<file path="src/sv/dsim_pkg.sv">
// Package for the detector symmetry index map.
// Holds register codes, datapath widths and the structs passed between the cells.
`default_nettype none
package dsim_pkg;

   localparam int IDX_W  = 16;
   localparam int DIV_W  = 19;
   localparam int REM_W  = 20;
   localparam int LEN_W  = 14;
   localparam int TOT_W  = 26;
   localparam int SUM_W  = 27;
   localparam int CSR_W  = 7;

   localparam logic [SUM_W-1:0] MAX_CRYSTALS = SUM_W'(65536);

   typedef enum logic [1:0] {
      CSR_BLOCK_SIZE = 2'd0,
      CSR_NUM_BLOCKS = 2'd1,
      CSR_NUM_LAYERS = 2'd2,
      CSR_NUM_RINGS  = 2'd3
   } dsim_csr_type;

   // Derived geometry, recomputed every cycle from the configuration registers.
   typedef struct packed {
      logic [LEN_W-1:0] layer_len;
      logic [DIV_W-1:0] ring_len;
      logic [TOT_W-1:0] total;
      logic [LEN_W-1:0] off_x;
      logic [LEN_W-1:0] off_y;
      logic [6:0]       num_rings;
   } dsim_geom_type;

   // One transaction as it moves down the divider chain.
   typedef struct packed {
      logic             vld;
      logic [IDX_W-1:0] idx;
      logic [2:0]       mode;
      logic [IDX_W-1:0] hi_q;
      logic [REM_W-1:0] rem;
      logic [IDX_W-1:0] num;
      logic [IDX_W-1:0] quot;
   } dsim_cell_type;

endpackage
`default_nettype wire

</file>
<file path="src/sv/dsim_div_cell.sv">
// One restoring-division cell: retires one quotient bit per transaction.
// Depends on dsim_pkg.
`default_nettype none
module dsim_div_cell import dsim_pkg::*; (
   input  wire logic             clock,
   input  wire logic             reset,
   input  wire logic [DIV_W-1:0] divisor,
   input  wire dsim_cell_type    din,
   output dsim_cell_type         dout
);
   dsim_cell_type    cell_ff, cell_in;
   logic [REM_W-1:0] trial;
   logic             take;

   always_comb begin
      trial   = {din.rem[REM_W-2:0], din.num[IDX_W-1]};
      take    = trial >= {1'b0, divisor};
      cell_in = din;
      cell_in.rem  = take ? trial - {1'b0, divisor} : trial;
      cell_in.num  = {din.num[IDX_W-2:0], 1'b0};
      cell_in.quot = {din.quot[IDX_W-2:0], take};
   end

   always_ff @(posedge clock) begin
      if (reset) begin
         cell_ff <= '0;
      end else begin
         cell_ff <= cell_in;
      end
   end

   assign dout = cell_ff;
endmodule
`default_nettype wire

</file>
<file path="src/sv/dsim_mirror.sv">
// Back end: applies the x, y and z mirrors and rebuilds the linear index.
// Three register stages. Depends on dsim_pkg.
`default_nettype none
module dsim_mirror import dsim_pkg::*; (
   input  wire logic          clock,
   input  wire logic          reset,
   input  wire dsim_geom_type geom,
   input  wire dsim_cell_type din,
   output logic               rsp_strobe,
   output logic [IDX_W-1:0]   rsp_mapped_index,
   output logic               rsp_out_of_range
);
   logic             vld1_ff, vld2_ff, vld3_ff;
   logic [IDX_W-1:0] idx1_ff, idx2_ff;
   logic [2:0]       mode1_ff;
   logic [LEN_W-1:0] v1_ff, v2_in, v2_ff, v1_in;
   logic [4:0]       l1_ff;
   logic [6:0]       r1_ff, r1_in;
   logic [DIV_W-1:0] lp2_ff;
   logic [TOT_W-1:0] rp2_ff;
   logic [LEN_W:0]   tx, ty;
   logic [SUM_W-1:0] sum;
   logic             ok;
   logic [IDX_W-1:0] map_ff;
   logic             oor_ff;

   always_comb begin
      // Position within the layer lies below layer_len, so one subtract folds the sum.
      tx = {1'b0, geom.layer_len} - {1'b0, din.rem[LEN_W-1:0]} + {1'b0, geom.off_x};
      if (tx >= {1'b0, geom.layer_len}) begin
         tx = tx - {1'b0, geom.layer_len};
      end
      v1_in = din.mode[0] ? tx[LEN_W-1:0] : din.rem[LEN_W-1:0];
      r1_in = din.mode[2] ? geom.num_rings - 7'd1 - din.hi_q[6:0] : din.hi_q[6:0];

      ty = {1'b0, geom.layer_len} - {1'b0, v1_ff} + {1'b0, geom.off_y};
      if (ty >= {1'b0, geom.layer_len}) begin
         ty = ty - {1'b0, geom.layer_len};
      end
      v2_in = mode1_ff[1] ? ty[LEN_W-1:0] : v1_ff;

      sum = SUM_W'(v2_ff) + SUM_W'(lp2_ff) + SUM_W'(rp2_ff);
      ok  = (geom.total != '0) && (TOT_W'(idx2_ff) < geom.total) && (sum < MAX_CRYSTALS);
   end

   always_ff @(posedge clock) begin
      if (reset) begin
         vld1_ff <= 1'b0;
         vld2_ff <= 1'b0;
         vld3_ff <= 1'b0;
      end else begin
         vld1_ff <= din.vld;
         vld2_ff <= vld1_ff;
         vld3_ff <= vld2_ff;
      end
   end

   always_ff @(posedge clock) begin
      idx1_ff  <= din.idx;
      mode1_ff <= din.mode;
      v1_ff    <= v1_in;
      l1_ff    <= din.quot[4:0];
      r1_ff    <= r1_in;
      idx2_ff  <= idx1_ff;
      v2_ff    <= v2_in;
      lp2_ff   <= DIV_W'(l1_ff * geom.layer_len);
      rp2_ff   <= TOT_W'(r1_ff * geom.ring_len);
      map_ff   <= ok ? sum[IDX_W-1:0] : idx2_ff;
      oor_ff   <= !ok;
   end

   assign rsp_strobe       = vld3_ff;
   assign rsp_mapped_index = map_ff;
   assign rsp_out_of_range = oor_ff;
endmodule
`default_nettype wire

</file>
<file path="src/sv/detector_symmetry_index_map.sv">
// Detector symmetry index map: configuration registers, input stages and the two
// divider chains of dsim_div_cell, followed by dsim_mirror. Depends on dsim_pkg.
//
// Usage: a transaction is taken at each rising edge with start high; busy is
// always low, so one crystal index with its mode can enter every cycle.
// The index is split into ring, layer and position by two chains of sixteen
// division cells (one quotient bit per cell), then mirrored and rebuilt.
// Each result appears on the rsp_ ports for one cycle with rsp_strobe high,
// in order, one per transaction, after passing the two input stages, both
// cell chains and the mirror stages. Throughput is one transaction per cycle.
// The receiver cannot stall, so nothing is ever held back.
// Configuration is written through csr_we/csr_index/csr_wdata while no
// transaction is in flight; it takes effect for a transaction started in
// the next cycle.
// Synchronous reset empties the pipeline and loads the default geometry
// (8 crystals per block, 4 blocks, 1 layer, 1 ring).
`default_nettype none
module detector_symmetry_index_map import dsim_pkg::*; (
   input  wire logic             clock,
   input  wire logic             reset,
   input  wire logic             start,
   output logic                  busy,
   input  wire logic [IDX_W-1:0] req_crystal_index,
   input  wire logic [2:0]       req_mode,
   output logic                  rsp_strobe,
   output logic [IDX_W-1:0]      rsp_mapped_index,
   output logic                  rsp_out_of_range,
   input  wire logic             csr_we,
   input  wire logic [1:0]       csr_index,
   input  wire logic [CSR_W-1:0] csr_wdata
);
   logic [6:0]    block_size_ff, num_blocks_ff, num_rings_ff;
   logic [4:0]    num_layers_ff;
   dsim_geom_type geom_ff;
   dsim_cell_type s0_ff, s1_ff, s0_in;
   dsim_cell_type layer_head;
   dsim_cell_type c1 [0:IDX_W];
   dsim_cell_type c2 [0:IDX_W];

   assign busy = 1'b0;

   always_ff @(posedge clock) begin
      if (reset) begin
         block_size_ff <= 7'd8;
         num_blocks_ff <= 7'd4;
         num_layers_ff <= 5'd1;
         num_rings_ff  <= 7'd1;
      end else if (csr_we) begin
         case (dsim_csr_type'(csr_index))
            CSR_BLOCK_SIZE: block_size_ff <= csr_wdata;
            CSR_NUM_BLOCKS: num_blocks_ff <= csr_wdata;
            CSR_NUM_LAYERS: num_layers_ff <= csr_wdata[4:0];
            CSR_NUM_RINGS:  num_rings_ff  <= csr_wdata;
            default: ;
         endcase
      end
   end

   // Products are chained through registers; the two input stages cover the lag.
   always_ff @(posedge clock) begin
      geom_ff.layer_len <= LEN_W'(block_size_ff * num_blocks_ff);
      geom_ff.ring_len  <= DIV_W'(geom_ff.layer_len * num_layers_ff);
      geom_ff.total     <= TOT_W'(geom_ff.ring_len * num_rings_ff);
      geom_ff.off_x     <= LEN_W'(block_size_ff) - LEN_W'(1);
      geom_ff.off_y     <= LEN_W'(block_size_ff * ({1'b0, num_blocks_ff[6:1]} + 7'd1))
                           - LEN_W'(1);
      geom_ff.num_rings <= num_rings_ff;
   end

   always_comb begin
      s0_in      = '0;
      s0_in.vld  = start;
      s0_in.idx  = req_crystal_index;
      s0_in.mode = req_mode;
      s0_in.num  = req_crystal_index;
   end

   always_ff @(posedge clock) begin
      if (reset) begin
         s0_ff <= '0;
         s1_ff <= '0;
      end else begin
         s0_ff <= s0_in;
         s1_ff <= s0_ff;
      end
   end

   assign c1[0] = s1_ff;

   always_comb begin
      layer_head      = c1[IDX_W];
      layer_head.hi_q = c1[IDX_W].quot;
      layer_head.num  = c1[IDX_W].rem[IDX_W-1:0];
      layer_head.rem  = '0;
      layer_head.quot = '0;
   end

   assign c2[0] = layer_head;

   for (genvar i = 0; i < IDX_W; i++) begin : g_ring
      dsim_div_cell u_cell (
         .clock   (clock),
         .reset   (reset),
         .divisor (geom_ff.ring_len),
         .din     (c1[i]),
         .dout    (c1[i+1])
      );
   end

   for (genvar i = 0; i < IDX_W; i++) begin : g_layer
      dsim_div_cell u_cell (
         .clock   (clock),
         .reset   (reset),
         .divisor (DIV_W'(geom_ff.layer_len)),
         .din     (c2[i]),
         .dout    (c2[i+1])
      );
   end

   dsim_mirror u_mirror (
      .clock            (clock),
      .reset            (reset),
      .geom             (geom_ff),
      .din              (c2[IDX_W]),
      .rsp_strobe       (rsp_strobe),
      .rsp_mapped_index (rsp_mapped_index),
      .rsp_out_of_range (rsp_out_of_range)
   );
endmodule
`default_nettype wire

</file>
<file path="config.mk">
export PLATFORM = sky130hd
export DESIGN_NAME = detector_symmetry_index_map
export DESIGN_NICKNAME = d
export VERILOG_FILES = /design/src/sv/dsim_pkg.sv /design/src/sv/dsim_div_cell.sv /design/src/sv/dsim_mirror.sv /design/src/sv/detector_symmetry_index_map.sv
export SDC_FILE = /design/constraint.sdc
export NUM_CORES = 2
export LEC_CHECK = 0
export BUFFER_PORTS_ARGS = -buffer_cell sky130_fd_sc_hd__buf_2
export CAP_MARGIN = 15
export CORE_ASPECT_RATIO = 0.9
export CORE_MARGIN = 2
export CORE_UTILIZATION = 45
export DETAILED_ROUTE_END_ITERATION = 10
export PLACE_DENSITY = 0.63
export SLEW_MARGIN = 30
export SYNTH_ARGS = -nofsm -noshare
export SYNTH_HDL_FRONTEND = slang
export SYNTH_SLANG_ARGS = --single-unit
</file>
<file path="constraint.sdc">
create_clock -name clock -period 12.7 [get_ports clock]
set_input_delay 0 -clock clock [delete_from_list [all_inputs] [get_ports clock]]
set_output_delay 0 -clock clock [all_outputs]
set_load 0.02 [all_outputs]
</file>
# --- After elaboration in Yosys (flattened, before gate mapping) ---
# Index checks and enable logic that the tools add are counted.
word_totals:
  register_bits: 2181
  out_inout_bits: 19
  inputBits: 32
classes:
  eq_ne: 3
  muxes: 38
  reduce_logical: 10
  n_lt_le_gt_ge: 36
  add_sub_neg: 45
  n_bitwise: 1
  n_mul: 6
ops:
  columns: ["operator", "count"]
  rows:
  - ["$mux W19", 29]
  - ["$ge A20 B19 Y1", 16]
  - ["$ge A20 B14 Y1", 15]
  - ["$sub A19 B19 Y19", 15]
  - ["$sub A19 B14 Y19", 14]
  - ["$mux W14", 5]
  - ["$sub A14 B14 Y14", 3]
  - ["$mux W16", 2]
  - ["$add A15 B14 Y15", 2]
  - ["$ge A15 B14 Y1", 2]
  - ["$sub A14 B14 Y15", 2]
  - ["$mul A7 B7 Y14", 2]
  - ["$add A27 B26 Y27", 1]
  - ["$lt A27 B17 Y1 const B", 1]
  - ["$lt A16 B26 Y1", 1]
  - ["$mul A19 B7 Y26", 1]
  - ["$mul A7 B19 Y26", 1]
  - ["$reduce_bool A26 Y1", 1]
  - ["$add A14 B19 Y20", 1]
  - ["$mul A14 B5 Y19", 1]
  - ["$mul A5 B14 Y19", 1]
  - ["$sub A16 B16 Y16", 1]
  - ["$sub A1 B14 Y15", 1]
  - ["$ge A1 B14 Y1", 1]
  - ["15 further kinds", 20]

# --- Logic depth before layout (Yosys ltp) ---
logic_depth:
  depth_word: 5
  mapped_depth: 25

# --- Hierarchy ---
# Synthesis repeated with hierarchy kept, for this count alone.
hier_totals:
  hier_cells: 15650
  area_unflattened_um2: 146740.7
modules_own_cells:
  columns: ["mod", "n_inst", "area_per_inst_um2", "cells_each", "seq_area_each_um2"]
  rows:
  - ["dsim_div_cell at g_ring[0].u_cell ...", 16, 3716.1, 390, 1741.7]
  - ["dsim_div_cell at g_layer[11].u_cell ...", 14, 3636.0, 386, 1741.7]
  - ["dsim_mirror", 1, 15175.8, 1717, 2762.6]
  - ["detector_symmetry_index_map", 1, 13609.3, 1457, 3083.0]
  - ["dsim_div_cell at g_layer[0].u_cell ...", 2, 3797.4, 416, 1741.7]

# --- Least setup slack after synthesis ---
# OpenSTA, ideal clock, no wires.
synth_path:
  kind: "register -> register"
  start: "reg geom_ff[81] in the netlist's numbering"
  end: "reg u_mirror.v2_ff[12]"
  required_time_ns: 12.568
  path_stages_with_launch: 24
  setup_slack_ns: 6.679
  period_less_slack_ns: 6.021
  arrival_time_ns: 5.889
  setup_time_ns: 0.132
  path_cell_list: "dfxtp_1 clkbuf_1 inv_1 fa_1 inv_1 fa_1 a21o_1 a21oi_2 nand2b_1 or2b_1 a21oi_1 xnor2_1 ha_1 a21o_1 a21o_1 a21oi_2 nor2_1 a21oi_1 a31oi_1 a211o_1 a311oi_2 buf_6 mux2i_1 a21oi_1"
synth_between:
  elab_chain_len: 5
  elab_cells_between_ends: 6
synth_rtl:
  columns: ["element", "line", "text"]
  rows:
  - ["start, declared", "detector_symmetry_index_map.sv:34", "dsim_geom_type geom_ff;"]
  - ["$sub A14 B14 Y15", "dsim_mirror.sv:36", "ty = {1'b0, geom.layer_len} - {1'b0, v1_ff} + {1'b0, geom.off_y};"]
  - ["$add A15 B14 Y15", "dsim_mirror.sv:36", null]
  - ["$sub A14 B14 Y14 or $ge A15 B14 Y1 (tied branches)", "dsim_mirror.sv:38, dsim_mirror.sv:37", null]
  - ["$mux W14 (*)", "dsim_mirror.sv:37", "if (ty >= {1'b0, geom.layer_len}) begin"]
  - ["$mux W14 (*)", "dsim_mirror.sv:40", "v2_in = mode1_ff[1] ? ty[LEN_W-1:0] : v1_ff;"]
  - ["net u_mirror.v2_in[12]", "dsim_mirror.sv:16", "logic [LEN_W-1:0] v1_ff, v2_in, v2_ff, v1_in;"]
  - ["end signal, assigned", "dsim_mirror.sv:65", "v2_ff <= v2_in;"]
  - ["end, declared", "dsim_mirror.sv:16", null]
# Mark *: on every way through the listed nets, which the timed path passes. The rest lies on a longest branch.
# A chain may end at the register's enable or synchronous reset.

# --- Worst setup path after layout ---
layout_path:
  start: "reg num_rings_ff[2]"
  end: "reg geom_ff[59] in the netlist's numbering"
layout_between:
  elab_chain_len: 1
layout_rtl:
  columns: ["element", "line", "text"]
  rows:
  - ["start, declared", "detector_symmetry_index_map.sv:32", "logic [6:0] block_size_ff, num_blocks_ff, num_rings_ff;"]
  - ["start signal, assigned", "detector_symmetry_index_map.sv:53", "CSR_NUM_RINGS: num_rings_ff <= csr_wdata;"]
  - ["$mul A19 B7 Y26", "detector_symmetry_index_map.sv:63", "geom_ff.total <= TOT_W'(geom_ff.ring_len * num_rings_ff);"]
# No other way between the ends.

==> flow_summary.toml <==
[timing]
rsz0062_at_grt = "false"
fin_setup_tns_ns = 0
finalSetupViolations = 0
hold_viol = 0
worst_slew_pin_slew_ns = 0.959
slew_violations = 0
period_needed_ns = 6.31
slew_headroom_pct = 36.0
min_period_over_period_pct = 49.7
finClkSkew_ns = 0.0668
max_freq_mhz = 158

[power]
vdd_drop_max_v = 0.000364
swShare_pct = 39.1
pwr-share-clk_pct = 23.1
p_per_area_mw_per_mm2 = 239
seq_power_share_pct = 27.9
power_frac_comb_pct = 49.0
power.leakage_uw = 0.0470
p_switching_uw = 9900
p_int_uw = 15400

[clocking]
cts_resized = 0
h-tree-depth = 4
clk_latency_ns = 0.87
cts_sinks = 1803
path_clk_slew_ns = 0.06
root_buffer = "clkbuf_16"
cts_made_buffers = 186
cts_tree = "yes"
clockBufferDepth = 3

[logic_synthesis]
async_reset_ff_share_pct = 0
synthesis.nets = 11500
synth_area_mm2 = 0.0954
synth.avg_cell_area_um2 = 9.29
yosys_warnings = 0
ys.flop_type = "dfxtp_1"
synth-seq-cells = 1803
syn_inst = 10300
synth-edff-count = 0
yosysUniqueCellTypes = 90
ys_seq_area_share_pct = 37.8

[route]
viasPerCell = 5.21
drc = 0
drt-initial-drc-count = 3869
routed_wl_um = 222000
first_pass_iters = 8
vias = 69100
wl_per_cell_um = 16.7
ant_nets = 0

[floorplanning]
num_io_pins = 51
core_region_area_mm2 = 0.211
die_w_um = 489
die_h_um = 441
rows = 160
initial_core_util_pct = 45.2
dieArea_mm2 = 0.216

[layout]
utilization_pct = 50.2
drive_above_1_share_pct = 5.58
fin_nets = 11500
ff_latch_area_mm2 = 0.0361
fill_cells = 19600
syn_to_final_growth_pct = 11.0
diodes = 0
multi_input_area_mm2 = 0.0556

[setup_path]
critPathCapture = "geom_ff[59]$_DFF_P_"
cp_top_family = "adder cells"
path_buf_inv = 2
critPathKind = "register to register"
path_depth = 18
crit_required_ns = 13.47
slowest_delay_ns = 0.95
cp.arrival_ns = 7.09
cp_max_fo = 21
rr_worst_depth = 18
cpMostUsedCell = "fa_1"
start_kind = "register"
cp-end-kind = "register"
cp_cell_sequence = "and2_1 -> fa_1 -> inv_1 -> fa_1 -> fa_1 -> inv_1 -> fa_1 -> ha_1 -> a2111oi_2 -> a21boi_0 -> o311a_1 -> o31ai_1 -> and3_1 -> o41ai_1 -> o21ai_0 -> o21a_1 -> nor2_1 -> xnor2_1"
cpMaxStageDelayCell = "dfxtp_1"
timing.rr.start = "num_rings_ff[2]$_SDFFE_PP0P_"
reg2reg_slack_ns = 6.39
r2r_end = "geom_ff[59]$_DFF_P_"
startpoint = "num_rings_ff[2]$_SDFFE_PP0P_"

[global_routing]
grt_use_total_pct = 20.4
use_met1_pct = 27.9
grt_pass1_vias = 68200
antenna_found_initial = 7
grt_pass1_wl_um = 359000
grt.busiest_layer = "met2"
grt.overflow.total = 0
met2_usage_pct = 33.4
grt_start_max_net_pins = 198
grt_use_met3_pct = 2.93

[worst_hold_path]
hold_class = "input port to register"

[place]
portBuffers = 49
dp_hpwl_um = 157000
place.gp.congestion = 0.875

[job]
drv_cap = 0

[status]
outcome = "finished, final reports clean"
==> cell families after synthesis <==
| group | share of synthesized area, % |
|---|---|
| adder cells (fa/ha/maj) | 18.3 |
| flip-flops | 37.8 |
| AND/OR/NAND/NOR | 19.8 |
| other | 0.00393 |
| buffers and inverters | 4.02 |
| AO/OA/AOI/OAI | 11.5 |
| multiplexers | 3.61 |
| XOR/XNOR | 5.04 |
==> registers in the layout, summed over array words and instances (netlist names), 19 cells and up <==
register,flops
g_ring.u_cell.dout,649
u_mirror.rp2_ff,26
g_layer.u_cell.dout,862
s0_ff,20
u_mirror.lp2_ff,19
c1,20
geom_ff,88
==> synth_stat cells (all sizes together) (21+ instances only) <==
master | number | share of area [%]
a211o | 24 | 0.22
a211oi | 111 | 0.88
a21boi | 68 | 0.54
a21o | 195 | 1.5
a21oi | 539 | 2.8
a31o | 21 | 0.19
a31oi | 53 | 0.35
and2 | 179 | 1.2
and3 | 51 | 0.33
and4 | 26 | 0.24
buf | 56 | 0.30
clkbuf | 305 | 1.2
dfxtp | 1803 | 38
fa | 356 | 7.5
ha | 822 | 11
inv | 642 | 2.5
mux2 | 23 | 0.30
mux2i | 315 | 3.3
nand2 | 690 | 2.7
nand2b | 61 | 0.40
nand3 | 100 | 0.52
nand4 | 75 | 0.49
nor2 | 998 | 3.9
nor2b | 1099 | 7.2
nor3 | 181 | 0.95
nor4 | 46 | 0.32
nor4b | 26 | 0.24
o211ai | 25 | 0.20
o21a | 104 | 0.82
o21ai | 310 | 1.6
o21bai | 51 | 0.40
o31ai | 37 | 0.29
or2 | 31 | 0.20
or3 | 61 | 0.40
xnor2 | 389 | 3.6
xor2 | 160 | 1.5
==> how the worst min path moves through the flow <==
stage | startpoint | endpoint | slack, ns | cells past startpoint
6_report | csr_wdata[3] | num_blocks_ff[3]$_SDFFE_PP0P_ | 0.14 | 4
3_3_place_gp | req_crystal_index[8] | s0_ff[24]$_SDFF_PP0_ | 0.22 | 2
3_5_place_dp | req_crystal_index[8] | s0_ff[24]$_SDFF_PP0_ | 0.22 | 2
4_1_cts | csr_wdata[0] | num_rings_ff[0]$_SDFFE_PP1P_ | 0.07 | 4
2_1_floorplan | csr_wdata[2] | num_blocks_ff[2]$_SDFFE_PP1P_ | 0.13 | 2
5_1_grt | csr_wdata[5] | num_blocks_ff[5]$_SDFFE_PP0P_ | 0.11 | 4
==> area by class of cell <==
type	instances	area share (%)
clock inverter	96	1.42
timing repair buffer	183	1.38
multi-input combinational	7463	52.5
clock buffer	246	4.98
tap	2835	3.35
sequential	1803	34.1
inverter	642	2.28
==> power groups by stage <==
stage | combinational, uW | sequential (uW) | clock (uW)
2_1_floorplan | 9960 | 6940 | 0
4_1_cts | 12400 | 7060 | 6030
3_5_place_dp | 12300 | 7180 | 0
3_3_place_gp | 12000 | 7170 | 0
5_1_grt | 13900 | 7140 | 6250
6_report | 12400 | 7060 | 5860
==> metal layers <==
| layer | up-vias | wire length (um) |
|---|---|---|
| met5 | - | 0 |
| li1 | 34600 | - |
| met3 | 361 | 10400 |
| met1 | 32900 | 106000 |
| met4 | 0 | 5970 |
| met2 | 1333 | 99600 |
==> timing repair <==
action	4_1_cts	5_1_grt
endpoints found under the hold margin	261	0
hold buffers	60	0
setup buffers	0	0
==> per-stage QoR <==
stage | instances | setup WS, ns | instance area, um^2 | hold WS (ns) | total power [uW]
2_1_floorplan | 10300 | 6.68 | 95400 | 0.125 | 16900
3_3_place_gp | 12900 | 6.45 | 98400 | 0.215 | 19200
3_5_place_dp | 12900 | 6.40 | 98400 | 0.217 | 19400
4_1_cts | 13300 | 6.42 | 106000 | 0.0668 | 25500
5_1_grt | 13300 | 5.93 | 106000 | 0.109 | 27300
6_report | 13300 | 6.39 | 106000 | 0.139 | 25300
==> placed cells by master (no fill, tap or decap), types with 104 or more instances in the layout <==
| cell | count |
|---|---|
| nand2_1 | 689 |
| xor2_1 | 160 |
| inv_1 | 633 |
| mux2i_1 | 315 |
| dfxtp_1 | 1798 |
| fa_1 | 356 |
| ha_1 | 822 |
| a211oi_1 | 108 |
| a21oi_1 | 537 |
| a21o_1 | 193 |
| xnor2_1 | 389 |
| o21a_1 | 104 |
| nor2_1 | 997 |
| nor2b_1 | 1099 |
| nor3_1 | 180 |
| and2_1 | 177 |
| o21ai_0 | 299 |
| clkbuf_16 | 187 |
==> worst register-to-register path: stages, from the launching register on <==
cell and delay [ns]:
dfxtp_1 0.95, and2_1 0.27, fa_1 0.42, inv_1 0.08, fa_1 0.44, fa_1 0.55, inv_1 0.05, fa_1 0.47
ha_1 0.38, a2111oi_2 0.33, a21boi_0 0.40, o311a_1 0.25, o31ai_1 0.12, and3_1 0.22, o41ai_1 0.67, o21ai_0 0.24
o21a_1 0.22, nor2_1 0.11, xnor2_1 0.13
No activity file was read; power rests on OpenSTA's default activity.
